===== config.mk =====
export PLATFORM = sky130hd
export DESIGN_NAME = delta_sleep_queue_with_time_slice
export DESIGN_NICKNAME = d
export VERILOG_FILES = /design/src/hdl/dsq_pkg.sv /design/src/hdl/dsq_front.sv /design/src/hdl/dsq_back.sv /design/src/hdl/delta_sleep_queue_with_time_slice.sv
export SDC_FILE = /design/constraint.sdc
export NUM_CORES = 1
export LEC_CHECK = 0
export BUFFER_PORTS_ARGS = -buffer_cell sky130_fd_sc_hd__buf_2
export CELL_PAD_IN_SITES_DETAIL_PLACEMENT = 0
export CELL_PAD_IN_SITES_GLOBAL_PLACEMENT = 1
export CORE_MARGIN = 4
export CORE_UTILIZATION = 50
export CTS_BUF_LIST = sky130_fd_sc_hd__clkbuf_4 sky130_fd_sc_hd__clkbuf_8
export CTS_CLUSTER_DIAMETER = 100
export DETAILED_ROUTE_END_ITERATION = 6
export GPL_ROUTABILITY_DRIVEN = 0
export PLACE_DENSITY = 0.77
export SLEW_MARGIN = 5
export SYNTH_ARGS = -nofsm -noshare
export SYNTH_HDL_FRONTEND = slang
export SYNTH_SLANG_ARGS = --single-unit

===== constraint.sdc =====
create_clock -name clk -period 6.3 [get_ports clk]
set_clock_uncertainty 0.1 [all_clocks]
set_input_delay 0.315 -clock clk [delete_from_list [all_inputs] [get_ports clk]]
set_output_delay 0.315 -clock clk [all_outputs]
set_load 0.005 [all_outputs]

===== src/hdl/dsq_pkg.sv =====
// Package with shared types and constants of the delta sleep queue.
package dsq_pkg;

  localparam int MaxSleepersDef = 16;
  localparam int WakeLimit      = 16;
  localparam logic [15:0] TimeSliceReset = 16'd2;

  typedef enum logic [1:0] {
    CMD_TICK     = 2'd0,
    CMD_SLEEP    = 2'd1,
    CMD_DISPATCH = 2'd2,
    CMD_NONE     = 2'd3
  } cmd_t;

  typedef enum logic [2:0] {
    KIND_WOKEN    = 3'd0,
    KIND_TICK     = 3'd1,
    KIND_QUEUED   = 3'd2,
    KIND_IGNORED  = 3'd3,
    KIND_FULL     = 3'd4,
    KIND_DISPATCH = 3'd5
  } kind_t;

  // One classified command handed from the front part to the back part.
  typedef struct packed {
    cmd_t        cmd;
    logic [3:0]  tid;
    logic [31:0] ticks;
    logic        allow;
  } job_t;

  typedef enum logic [2:0] {
    ST_IDLE,
    ST_TICK_DEC,
    ST_WAKE,
    ST_STATUS,
    ST_SEARCH,
    ST_SHIFT,
    ST_REPLY
  } state_t;

endpackage


===== src/hdl/dsq_front.sv =====
// Front part: accepts commands, drops unused codes and queues the rest.
module dsq_front
  import dsq_pkg::*;
(
  input  logic       clk,
  input  logic       rst_n,
  input  logic       in_valid,
  output logic       in_ready,
  input  job_t       in_job,
  output logic       q_valid,
  input  logic       q_ready,
  output job_t       q_job
);

  // Two-entry queue.
  job_t       mem_r [2];
  logic       wp_r, rp_r;
  logic [1:0] cnt_r;
  logic       push, pop;

  assign in_ready = (cnt_r != 2'd2);
  // Unused command codes are taken and dropped without a result.
  assign push     = in_valid && in_ready && (in_job.cmd != CMD_NONE);
  assign q_valid  = (cnt_r != 2'd0);
  assign pop      = q_valid && q_ready;
  assign q_job    = mem_r[rp_r];

  always_ff @(posedge clk) begin
    if (push) begin
      mem_r[wp_r] <= in_job;
    end
  end

  always_ff @(posedge clk) begin
    if (!rst_n) begin
      wp_r  <= 1'b0;
      rp_r  <= 1'b0;
      cnt_r <= 2'd0;
    end else begin
      if (push) wp_r <= ~wp_r;
      if (pop) rp_r <= ~rp_r;
      cnt_r <= cnt_r + 2'(push) - 2'(pop);
    end
  end

  a_no_overflow: assert property (@(posedge clk) disable iff (!rst_n)
    (cnt_r == 2'd2) |-> !push) else $error("queue overflow");
  a_no_underflow: assert property (@(posedge clk) disable iff (!rst_n)
    (cnt_r == 2'd0) |-> !pop) else $error("queue underflow");
  a_count: assert property (@(posedge clk) disable iff (!rst_n)
    (push && !pop) |=> (cnt_r == $past(cnt_r) + 2'd1)) else $error("count slip");

endmodule


===== src/hdl/dsq_back.sv =====
// Back part: delta list store, slice counter and result sequencing.
module dsq_back
  import dsq_pkg::*;
#(
  parameter int MAX_SLEEPERS = MaxSleepersDef
)(
  input  logic        clk,
  input  logic        rst_n,
  input  logic        q_valid,
  output logic        q_ready,
  input  job_t        q_job,
  input  logic [15:0] time_slice,
  output logic        out_valid,
  input  logic        out_ready,
  output logic [2:0]  out_kind,
  output logic [3:0]  out_tid,
  output logic        out_pre,
  output logic        out_last
);

  localparam int IW = $clog2(MAX_SLEEPERS);
  localparam int CW = $clog2(MAX_SLEEPERS + 1);
  localparam int WW = $clog2(WakeLimit + 1);

  // Entry storage, one read and one write port each cycle.
  logic [3:0]  ids_r [MAX_SLEEPERS];
  logic [31:0] dls_r [MAX_SLEEPERS];

  state_t      st_r, st_nxt;
  job_t        job_r, job_nxt;
  logic [CW-1:0] cnt_r, cnt_nxt;
  logic [15:0] slice_r, slice_nxt;
  logic [31:0] rem_r, rem_nxt;
  logic [CW-1:0] pos_r, ptr_r;
  logic [CW-1:0] pos_nxt, ptr_nxt;
  logic [WW-1:0] nwake_r, nwake_nxt;
  logic [3:0]  rd_id_r;
  logic [31:0] rd_dl_r;
  logic        rd_ok_r, rd_ok_nxt;
  logic [2:0]  okind_r, okind_nxt;
  logic [3:0]  otid_r, otid_nxt;
  logic        opre_r, olast_r, ovalid_r;
  logic        opre_nxt, olast_nxt, ovalid_nxt;

  // Read address and write port requests.
  logic [IW-1:0] raddr;
  logic          we;
  logic [IW-1:0] waddr;
  logic [3:0]    wid;
  logic [31:0]   wdl;
  logic [16:0]   slice_inc;

  assign out_valid = ovalid_r;
  assign out_kind  = okind_r;
  assign out_tid   = otid_r;
  assign out_pre   = opre_r;
  assign out_last  = olast_r;
  assign q_ready   = (st_r == ST_IDLE) && !ovalid_r;
  assign slice_inc = {1'b0, slice_r} + 17'd1;

  always_ff @(posedge clk) begin
    if (we) begin
      ids_r[waddr] <= wid;
      dls_r[waddr] <= wdl;
    end
    rd_id_r <= ids_r[raddr];
    rd_dl_r <= dls_r[raddr];
  end

  // Sequencer next state and memory control.
  always_comb begin
    st_nxt = st_r;
    raddr  = '0;
    we     = 1'b0;
    waddr  = '0;
    wid    = '0;
    wdl    = '0;
    unique case (st_r)
      ST_IDLE: begin
        if (q_valid && q_ready) begin
          unique case (q_job.cmd)
            CMD_TICK:  st_nxt = ST_TICK_DEC;
            CMD_SLEEP: st_nxt = (q_job.ticks == 32'd0 || cnt_r == CW'(MAX_SLEEPERS))
                                ? ST_REPLY : ST_SEARCH;
            default:   st_nxt = ST_REPLY;
          endcase
        end
      end
      ST_TICK_DEC: begin
        // Head is read; decrement it here if nonzero.
        if (rd_ok_r && cnt_r != '0 && rd_dl_r != 32'd0) begin
          we = 1'b1; waddr = '0; wid = rd_id_r; wdl = rd_dl_r - 32'd1;
        end
        st_nxt = ST_WAKE;
      end
      ST_WAKE: begin
        raddr = IW'(ptr_r);
        if (!ovalid_r || out_ready) begin
          if (rd_ok_r) begin
            if (cnt_r != '0 && rd_dl_r == 32'd0 && nwake_r != WW'(WakeLimit)) begin
              st_nxt = ST_WAKE;
            end else begin
              st_nxt = ST_SHIFT;
            end
          end
        end
      end
      ST_SHIFT: begin
        // Compact the store after wakeups, one entry at a time.
        raddr = IW'(ptr_r);
        if (rd_ok_r) begin
          if (pos_r + CW'(nwake_r) < CW'(MAX_SLEEPERS) &&
              pos_r < cnt_r) begin
            we = 1'b1; waddr = IW'(pos_r); wid = rd_id_r; wdl = rd_dl_r;
          end
          if (pos_r >= cnt_r) st_nxt = ST_STATUS;
        end
      end
      ST_STATUS: st_nxt = (!ovalid_r || out_ready) ? ST_IDLE : ST_STATUS;
      ST_SEARCH: begin
        raddr = IW'(ptr_r);
        if (rd_ok_r) begin
          if (ptr_r < cnt_r && rem_r > rd_dl_r) begin
            st_nxt = ST_SEARCH;
          end else begin
            if (ptr_r < cnt_r) begin
              we = 1'b1; waddr = IW'(ptr_r); wid = rd_id_r; wdl = rd_dl_r - rem_r;
            end
            st_nxt = ST_SHIFT;
          end
        end
      end
      ST_REPLY: st_nxt = (!ovalid_r || out_ready) ? ST_IDLE : ST_REPLY;
      default:  st_nxt = ST_IDLE;
    endcase
    // ST_SHIFT also serves sleep insertion: a sleep uses a
    // backward walk from the end of the list toward the insert position.
    if (st_r == ST_SHIFT && job_r.cmd == CMD_SLEEP) begin
      we = 1'b0;
      raddr = IW'(ptr_r - CW'(1));
      if (rd_ok_r) begin
        if (ptr_r > pos_r) begin
          we = 1'b1; waddr = IW'(ptr_r); wid = rd_id_r; wdl = rd_dl_r;
          st_nxt = ST_SHIFT;
        end else begin
          we = 1'b1; waddr = IW'(pos_r); wid = job_r.tid; wdl = rem_r;
          st_nxt = ST_REPLY;
        end
      end
    end
  end

  // Next values of the walk registers, the slice counter and the result.
  always_comb begin
    cnt_nxt    = cnt_r;
    slice_nxt  = slice_r;
    ovalid_nxt = ovalid_r && !out_ready;
    rd_ok_nxt  = 1'b0;
    job_nxt    = job_r;
    rem_nxt    = rem_r;
    ptr_nxt    = ptr_r;
    pos_nxt    = pos_r;
    nwake_nxt  = nwake_r;
    okind_nxt  = okind_r;
    otid_nxt   = otid_r;
    opre_nxt   = opre_r;
    olast_nxt  = olast_r;
    unique case (st_r)
      ST_IDLE: begin
        if (q_valid && q_ready) begin
          job_nxt   = q_job;
          rem_nxt   = q_job.ticks;
          ptr_nxt   = '0;
          pos_nxt   = '0;
          nwake_nxt = '0;
          rd_ok_nxt = (q_job.cmd != CMD_SLEEP);
          okind_nxt = KIND_DISPATCH;
          otid_nxt  = '0;
          opre_nxt  = 1'b0;
          olast_nxt = 1'b1;
          if (q_job.cmd == CMD_SLEEP) begin
            if (q_job.ticks == 32'd0)            okind_nxt = KIND_IGNORED;
            else if (cnt_r == CW'(MAX_SLEEPERS)) okind_nxt = KIND_FULL;
            else                                 okind_nxt = KIND_QUEUED;
          end
          if (q_job.cmd == CMD_DISPATCH) slice_nxt = '0;
        end
      end
      ST_TICK_DEC: ptr_nxt = '0;
      ST_WAKE: begin
        if (!rd_ok_r) begin
          rd_ok_nxt = 1'b1;
        end else if (!ovalid_r || out_ready) begin
          if (cnt_r != '0 && rd_dl_r == 32'd0 && nwake_r != WW'(WakeLimit)) begin
            ovalid_nxt = 1'b1;
            okind_nxt  = KIND_WOKEN;
            otid_nxt   = rd_id_r;
            opre_nxt   = 1'b0;
            olast_nxt  = 1'b0;
            nwake_nxt  = nwake_r + WW'(1);
            cnt_nxt    = cnt_r - CW'(1);
            ptr_nxt    = ptr_r + CW'(1);
          end else begin
            pos_nxt = '0;
          end
        end
      end
      ST_SHIFT: begin
        if (job_r.cmd == CMD_SLEEP) begin
          if (!rd_ok_r) rd_ok_nxt = 1'b1;
          else if (ptr_r > pos_r) ptr_nxt = ptr_r - CW'(1);
          else begin cnt_nxt = cnt_r + CW'(1); slice_nxt = '0; end
        end else begin
          if (!rd_ok_r) rd_ok_nxt = 1'b1;
          else begin pos_nxt = pos_r + CW'(1); ptr_nxt = ptr_r + CW'(1); end
        end
      end
      ST_STATUS: begin
        if (!ovalid_r || out_ready) begin
          ovalid_nxt = 1'b1;
          okind_nxt  = KIND_TICK;
          otid_nxt   = '0;
          olast_nxt  = 1'b1;
          opre_nxt   = 1'b0;
          if (job_r.allow) begin
            if (slice_inc >= {1'b0, time_slice}) begin
              opre_nxt = 1'b1; slice_nxt = '0;
            end else begin
              slice_nxt = slice_inc[15:0];
            end
          end
        end
      end
      ST_SEARCH: begin
        if (!rd_ok_r) rd_ok_nxt = 1'b1;
        else if (ptr_r < cnt_r && rem_r > rd_dl_r) begin
          rem_nxt = rem_r - rd_dl_r; ptr_nxt = ptr_r + CW'(1);
        end else begin
          pos_nxt = ptr_r; ptr_nxt = cnt_r;
        end
      end
      ST_REPLY: begin
        if (!ovalid_r || out_ready) ovalid_nxt = 1'b1;
      end
      default: ;
    endcase
  end

  always_ff @(posedge clk) begin
    if (!rst_n) begin
      st_r     <= ST_IDLE;
      cnt_r    <= '0;
      slice_r  <= '0;
      ovalid_r <= 1'b0;
      rd_ok_r  <= 1'b0;
    end else begin
      st_r     <= st_nxt;
      cnt_r    <= cnt_nxt;
      slice_r  <= slice_nxt;
      ovalid_r <= ovalid_nxt;
      rd_ok_r  <= rd_ok_nxt;
    end
  end

  always_ff @(posedge clk) begin
    job_r   <= job_nxt;
    rem_r   <= rem_nxt;
    ptr_r   <= ptr_nxt;
    pos_r   <= pos_nxt;
    nwake_r <= nwake_nxt;
    okind_r <= okind_nxt;
    otid_r  <= otid_nxt;
    opre_r  <= opre_nxt;
    olast_r <= olast_nxt;
  end

  a_count_range: assert property (@(posedge clk) disable iff (!rst_n)
    cnt_r <= CW'(MAX_SLEEPERS)) else $error("sleeper count out of range");
  a_hold: assert property (@(posedge clk) disable iff (!rst_n)
    (out_valid && !out_ready) |=> (out_valid && $stable(out_kind))) else $error("result lost");
  a_idle_free: assert property (@(posedge clk) disable iff (!rst_n)
    q_ready |-> !out_valid) else $error("accepted with result pending");

endmodule


===== src/hdl/delta_sleep_queue_with_time_slice.sv =====
// Delta list sleep queue with time slice: the top level.
// A dispatch, full or ignored sleep result goes through ST_REPLY and is then registered on the output.
// A sleep walks the delta list and shifts entries. A tick decrements a nonzero head delta, reports woken
// threads, compacts the remaining entries and ends with a tick result. One command is
// carried out at a time. Reset (rst_n low, synchronous) empties the store, clears the slice counter, sets time_slice to 2.
module delta_sleep_queue_with_time_slice
  import dsq_pkg::*;
#(
  parameter int MAX_SLEEPERS = MaxSleepersDef
)(
  input  logic        clk,
  input  logic        rst_n,
  input  logic        s_axis_tvalid,
  output logic        s_axis_tready,
  input  logic [39:0] s_axis_tdata,   // command[1:0], thread_id[5:2], sleep_ticks[37:6], allow_preempt[38]
  output logic        m_axis_tvalid,
  input  logic        m_axis_tready,
  output logic [7:0]  m_axis_tdata,   // kind[2:0], woken_thread[6:3], preempt[7]
  output logic        m_axis_tlast,
  input  logic        cfg_valid,
  output logic        cfg_ready,
  input  logic [15:0] cfg_data
);

  logic [15:0] time_slice_r;
  job_t        in_job, q_job;
  logic        q_valid, q_ready;
  logic [2:0]  kind;
  logic [3:0]  tid;
  logic        pre;

  assign cfg_ready = 1'b1;

  // Time slice register.
  always_ff @(posedge clk) begin
    if (!rst_n) time_slice_r <= TimeSliceReset;
    else if (cfg_valid) time_slice_r <= cfg_data;
  end

  assign in_job.cmd   = cmd_t'(s_axis_tdata[1:0]);
  assign in_job.tid   = s_axis_tdata[5:2];
  assign in_job.ticks = s_axis_tdata[37:6];
  assign in_job.allow = s_axis_tdata[38];

  dsq_front u_front (
    .clk, .rst_n,
    .in_valid(s_axis_tvalid), .in_ready(s_axis_tready), .in_job,
    .q_valid, .q_ready, .q_job
  );

  dsq_back #(.MAX_SLEEPERS(MAX_SLEEPERS)) u_back (
    .clk, .rst_n, .q_valid, .q_ready, .q_job,
    .time_slice(time_slice_r),
    .out_valid(m_axis_tvalid), .out_ready(m_axis_tready),
    .out_kind(kind), .out_tid(tid), .out_pre(pre), .out_last(m_axis_tlast)
  );

  assign m_axis_tdata = {pre, tid, kind};

endmodule

# Yosys cells after proc, flatten, opt, wreduce, memory -nomap -nowiden
# Memory sizes are Yosys's and may differ from the RTL's. A register that Yosys moved wholly into a read port is not among the register bits.
# Index checks and enable logic that the tools add are counted.
# W data, S select, Z words.
dict set report classes {
  magnitude_cmp 7
  n_eq_ne 30
  muxes 139
  n_reduce_logical 40
  n_addsub 13
  bitwise 2
}
# op count
set op_table {}
lappend op_table {{$mux W32} 12}
lappend op_table {{$mux W5} 26}
lappend op_table {{$mux W16} 8}
lappend op_table {{$mux W4} 24}
lappend op_table {{$pmux W32 S3} 1}
lappend op_table {{$logic_not A32 Y1} 2}
lappend op_table {{$pmux W32 S2} 1}
lappend op_table {{$sub A32 B32 Y32} 2}
lappend op_table {{$mux W3} 18}
lappend op_table {{$pmux W16 S3} 1}
lappend op_table {{$gt A32 B32 Y1} 1}
lappend op_table {{$reduce_bool A32 Y1} 1}
lappend op_table {{$sub A32 B1 Y32 const B} 1}
lappend op_table {{$mux W1} 30}
lappend op_table {{$pmux W5 S5} 1}
lappend op_table {{$pmux W4 S3} 2}
lappend op_table {{$pmux W3 S7} 1}
lappend op_table {{$add A5 B1 Y5 const B} 4}
lappend op_table {{$pmux W5 S2} 2}
lappend op_table {{$pmux W5 S4} 1}
lappend op_table {{$ne A2 B1 Y1 const B} 9}
lappend op_table {{$ne A2 B2 Y1 const B} 9}
lappend op_table {{$add A16 B1 Y17 const B} 1}
lappend op_table {{$ge A17 B16 Y1} 1}
lappend op_table {{41 further kinds} 72}
dict set report word_totals {
  input_bits 61
  out_inout_bits 12
  regBits 109
  ramBits 654
  mem_count 3
}
# name words width read_ports rd_ports_with_merged_regs wr line
set mem_list {}
lappend mem_list {u_back.dls_r 16 32 1 1 1 dsq_back.sv:27} ;# logic [31:0] dls_r [MAX_SLEEPERS];
lappend mem_list {u_front.mem_r 2 39 1 1 1 dsq_front.sv:16} ;# job_t mem_r [2];
lappend mem_list {u_back.ids_r 16 4 1 1 1 dsq_back.sv:26} ;# logic [3:0] ids_r [MAX_SLEEPERS];

# Logic depth before layout (Yosys ltp)
dict set report logic_depth {
  ltp_word 9
  depth_mapped 19
  mapped_depth_nobuf 17
}

# Hierarchy
# A second synthesis with hierarchy kept.
dict set report unflattened {
  hier_cells 2901
  hier_area_um2 38508.2
}
# module area_each_um2 cells_per_inst seq_area_each_um2 instances
set modules_own_cells {}
lappend modules_own_cells {dsq_back 34778.4 2700 20429.6 1}
lappend modules_own_cells {dsq_front 3098.0 147 2442.3 1}
lappend modules_own_cells {delta_sleep_queue_with_time_slice 631.9 54 320.3 1}

# Worst setup path before layout
# No wires, ideal clock.
dict set report synth_timing {
  path_type {reg-to-reg}
  from {reg u_back.rem_r[0]}
  to {mem u_back.dls_r[0][0], enable pin}
  n_path_buf 2
  t_arrival_ps 6097
  path_stages_with_launch 15
  period_less_slack_ps 6716
  required_time_ps 5681
  setup_ps 519
  slack_ps -416
  path_cell_list {edfxtp_1 -> inv_1 -> ha_1 -> fa_1 -> nand2b_1 -> a21oi_2 -> o21bai_1 -> a2111oi_2 -> o2111ai_1 -> and4b_1 -> buf_2 -> buf_4 -> nor2_1 -> o211ai_1 -> nor4_1}
}
dict set report synth_via {
  elab_chain_len 8
}
# element line
set synth_lines {}
lappend synth_lines {{start: declaration} dsq_back.sv:33} ;# logic [31:0] rem_r, rem_nxt;
lappend synth_lines {{start signal: assignment} dsq_back.sv:267} ;# rem_r <= rem_nxt;
lappend synth_lines {{$gt A32 B32 Y1 *} dsq_back.sv:123} ;# if (ptr_r < cnt_r && rem_r > rd_dl_r) begin
lappend synth_lines {{$logic_and A1 B1 Y1 *} dsq_back.sv:123}
lappend synth_lines {{$mux W1} dsq_back.sv:123}
lappend synth_lines {{$mux W1} dsq_back.sv:122} ;# if (rd_ok_r) begin
lappend synth_lines {{$pmux W1 S3} dsq_back.sv:78} ;# unique case (st_r)
lappend synth_lines {{$mux W1} dsq_back.sv:138} ;# if (st_r == ST_SHIFT && job_r.cmd == CMD_SLEEP) begin
lappend synth_lines {{$mux W1} dsq_back.sv:62} ;# if (we) begin
lappend synth_lines {{$mux W1 (not written as such)} dsq_back.sv:64} ;# dls_r[waddr] <= wdl;
lappend synth_lines {{end: declaration} dsq_back.sv:27}
# Mark *: on every way between the ends. The rest lies on a longest branch, timed or not.

# Worst setup path after layout
dict set report layout_timing {
  from {reg u_back.rd_dl_r[9] (read register of u_back.dls_r)}
  to {mem u_back.dls_r[12][1], enable pin}
}
dict set report layout_via {
  elab_chain_len 8
}
# element line
set layout_lines {}
lappend layout_lines {{start: declaration} dsq_back.sv:38} ;# logic [31:0] rd_dl_r;
lappend layout_lines {{$gt A32 B32 Y1} dsq_back.sv:123}
lappend layout_lines {{$logic_and A1 B1 Y1} dsq_back.sv:123}
lappend layout_lines {{$mux W1} dsq_back.sv:123}
lappend layout_lines {{$mux W1} dsq_back.sv:122}
lappend layout_lines {{$pmux W1 S3} dsq_back.sv:78}
lappend layout_lines {{$mux W1} dsq_back.sv:138}
lappend layout_lines {{$mux W1} dsq_back.sv:62}
lappend layout_lines {{$mux W1 (not written as such)} dsq_back.sv:64}
# Parallel ways exist; a longest one is shown, timed or not.

==> impl_metrics.csv <==
group,metric,value,unit
status,status,"complete, no violations",
critical_path,crit_path_end_kind,"flip-flop",
grt,track_usage,22.8,%
sta,timing.final.crit_share,82.7,%
yosys,ys_seq_area_share,61.9,%
yosys,synth-main-ff-cell,"edfxtp_1",
drt,route.detailed.drc,0,
critical_path,cpLargestDelayFamily,"simple AND/OR/NAND/NOR gates",
sta,worst_slew_pin_slew,1.27,ns
layout,fillers,5848,
power,p_sw_share,37.9,%
place,place_inst,3549,
sta,rsz0062_at_grt,"false",
floorplanning,num_rows,100,
critical_path,crit_chain,"inv_1 > ha_1 > nand4_1 > o21bai_1 > a2111oi_2 > o2111ai_1 > and4b_1 > nor2_1 > o211ai_1 > nor2_4 > buf_4",
sta,min_period,5.21,ns
critical_path,cp.required,6.66,ns
hold_path,whs_path_depth,2,
place,io_buffers,70,
layout,drive_gt1_share,19.4,%
hold_path,hold_class,"in2reg",
clock_tree,cts_buffers,130,
power,p_sw,7.28,mW
yosys,syn_nets,2770,
grt,grt_remaining_overflow,0,
yosys,ys_async_sr_fraction,0,%
sta,slew_headroom,15.3,%
drt,dr.pass1.iters,6,
critical_path,critPathBufInv,2,
floorplanning,die_h,282,um
clock_tree,clock_latency,0.78,ns
sta,fin_tns_setup,0,ns
drt,detail-route-antenna-nets,0,
power,p_leak,16.0,nW
critical_path,rrSetupSlack,1.09,ns
critical_path,path_max_fanout,17,
clock_tree,clock-sinks,800,
place,hpwl,56400,um
sta,slew_violations,0,
floorplanning,start_util,50.4,%
hold_path,hp-start,"s_axis_tdata[13]",
yosys,yosysUniqueCellTypes,89,
layout,layout.nets,2975,
layout,area_growth,13.4,%
critical_path,critical_path.slowest_cell,"nor2_4",
sta,hold_viol,0,
floorplanning,dieWidth,282,um
clock_tree,clockBufferDepth,3,
grt,grt_max_degree,109,
critical_path,cp.arrival,5.57,ns
hold_path,holdPathEnd,"u_front.mem_r[1][8]",
power,power,19.2,mW
sta,setup_viol,0,
clock_tree,cts_root_buf,"clkbuf_8",
clock_tree,cts_tree,"built",
clock_tree,clkSlewWorstSetupHoldPaths,0.06,ns
drt,vias,23174,
critical_path,r2r-start,"u_back.rd_dl_r[9]",
place,dpl_cell_area,39000,um^2
floorplanning,dieArea,79400,um^2
power,pwr-share-seq,36.4,%
grt,antenna_found_initial,1,
layout,final_cells,3872,
grt,grt_pass1_vias,23468,
sta,fmax,0.192,GHz
critical_path,start_kind,"flip-flop",
floorplanning,core-area,74300,um^2
critical_path,cp_num_cells,11,
power,power.density,452,nW/um^2
yosys,yosysWarnings,0,
layout,final_area,42500,um^2
critical_path,rr_worst_depth,11,
clock_tree,htreeDepth,4,
critical_path,path_class,"reg2reg",
critical_path,cpPeakStageDelay,0.79,ns
floorplanning,pin_count,73,
yosys,synth_edf_count,717,
drt,wl_per_cell,23.2,um
power,pwr-share-clk,23.1,%
job,drv_cap,0,
drt,viasPerCell,5.99,
yosys,syn_avg_cell_area,14.4,um^2
grt,grt_pass1_wl,138000,um
yosys,synth-seq-cells,800,
drt,drt_iter0_markers,2355,
yosys,syn_area,37500,um^2
power,irDropWorstVdd,0.301,mV
drt,routed_wl,90000,um
yosys,syn_inst,2598,
critical_path,rr_endpoint,"u_back.dls_r[12][1]",
power,p_comb_share,40.5,%
power,power.internal,11.9,mW
sta,hold_slack,0.156,ns
## cells by family (layout without fill, tap and decap cells)
kind of cell	after synthesis	after routing	share of synthesized area, %
AO/OA/AOI/OAI	559	559	10.2
XOR/XNOR	91	91	2.13
adder cells (fa/ha/maj)	111	111	3.77
buffers and inverters	260	563	3.16
flip-flops	800	800	61.9
multiplexers	260	260	11.8
other	1	3	0.0100
AND/OR/NAND/NOR	516	516	7.06
## synthesized netlist by cell type, types with 60 or more instances
library cell / n / area, um^2
a21o_1: 60 / 450
clkbuf_1: 66 / 248
inv_1: 112 / 420
dfxtp_1: 83 / 1660
a21oi_1: 147 / 736
nor2_1: 100 / 375
edfxtp_1: 717 / 21500
nor2b_1: 73 / 457
mux4_2: 144 / 3240
nand2_1: 124 / 465
mux2i_1: 109 / 1090
ha_1: 108 / 1350
o21ai_0: 87 / 435
## cells in the final DEF, fill, tap and decap left out, types with 22 or more instances in the layout
master         instances
nor4_1                23
xnor2_1               58
and3_1                22
nor2b_1               71
dlygate4sd3_1         91
mux2i_1              109
buf_2                 70
mux4_2               144
a211oi_2              24
clkinv_1              25
nand2b_1              26
o21ai_1               27
clkbuf_4              47
a211oi_1              27
ha_1                 108
nand3_1               45
o21ai_0               86
edfxtp_1             717
clkbuf_8             135
inv_1                112
buf_4                 54
dfxtp_1               82
nand2_1              124
nor2_1                85
a21oi_1              145
a21o_1                60
nor3_1                29
xor2_1                33
a31oi_1               25
o22ai_1               25
## how the worst max path moves through the flow
stage / start / to / slack, ns
after global placement: u_back.rd_dl_r[9] / u_back.dls_r[12][9] / 1.28
after detailed placement: u_back.rd_dl_r[9] / u_back.dls_r[7][9] / 1.29
after global routing: u_back.rd_dl_r[9] / u_back.dls_r[7][13] / 0.90
after floorplan: u_back.rem_r[0] / u_back.dls_r[1][0] / 1.0
final: u_back.rd_dl_r[9] / u_back.dls_r[12][1] / 1.09
after CTS: u_back.rd_dl_r[9] / u_back.dls_r[12][25] / 1.18
## routing by layer
metal / part of all wire, % / track usage, % / vias up
met5: 0 / 0 / -
met2: 50 / 38.4 / 829
li1: - / - / 10498
met4: 2.0 / 6.71 / 0
met3: 5.5 / 3.19 / 139
met1: 43 / 31.3 / 11708
## final cells by class
class,count,area [um^2],share of cell area (%)
Clock buffer,182,2210,5.21
Antenna cell,2,5.00,0.0118
Timing Repair Buffer,221,1790,4.21
Tap cell,969,1210,2.86
Inverter,112,420,0.990
Clock inverter,48,357,0.840
Sequential cell,800,23200,54.6
Multi-Input combinational cell,1538,13300,31.3
## timing repair
item / 4_1_cts / 5_1_grt
hold buffers: 91 / 0
buffers inserted: 0 / 0
endpoints found under the hold margin: 109 / 0
gates resized for setup: 0 / 0
## registers in the layout, summed over array words and instances, names as in the netlist, 3 cells and up, named ones only
register	flops
u_back.cnt_r	5
u_back.ids_r	64
time_slice_r	16
u_back.pos_r	5
u_back.out_tid	4
u_back.rem_r	32
u_back.ptr_r	5
u_back.dls_r	512
u_back.st_r	3
u_back.slice_r	16
u_back.job_r	7
u_back.nwake_r	5
u_back.rd_id_r	4
u_back.rd_dl_r	32
u_front.mem_r	78
u_back.out_kind	3
## power by group through the flow
stage | Sequential (mW) | Clock (mW) | Combinational, mW
final | 6.99 | 4.44 | 7.77
after global routing | 7.04 | 4.79 | 8.49
after CTS | 6.98 | 4.53 | 7.77
after detailed placement | 7.09 | 0 | 7.67
after global placement | 7.07 | 0 | 7.60
after floorplan | 6.82 | 0 | 5.85
## through the flow
stage | utilization, % | setup WS, ns
6_report | 57.1 | 1.09
5_1_grt | 57.1 | 0.902
4_1_cts | 57.1 | 1.18
3_5_place_dp | 52.4 | 1.29
3_3_place_gp | 52.4 | 1.28
2_1_floorplan | - | 0.999
No activity file was read; power rests on OpenSTA's default activity.
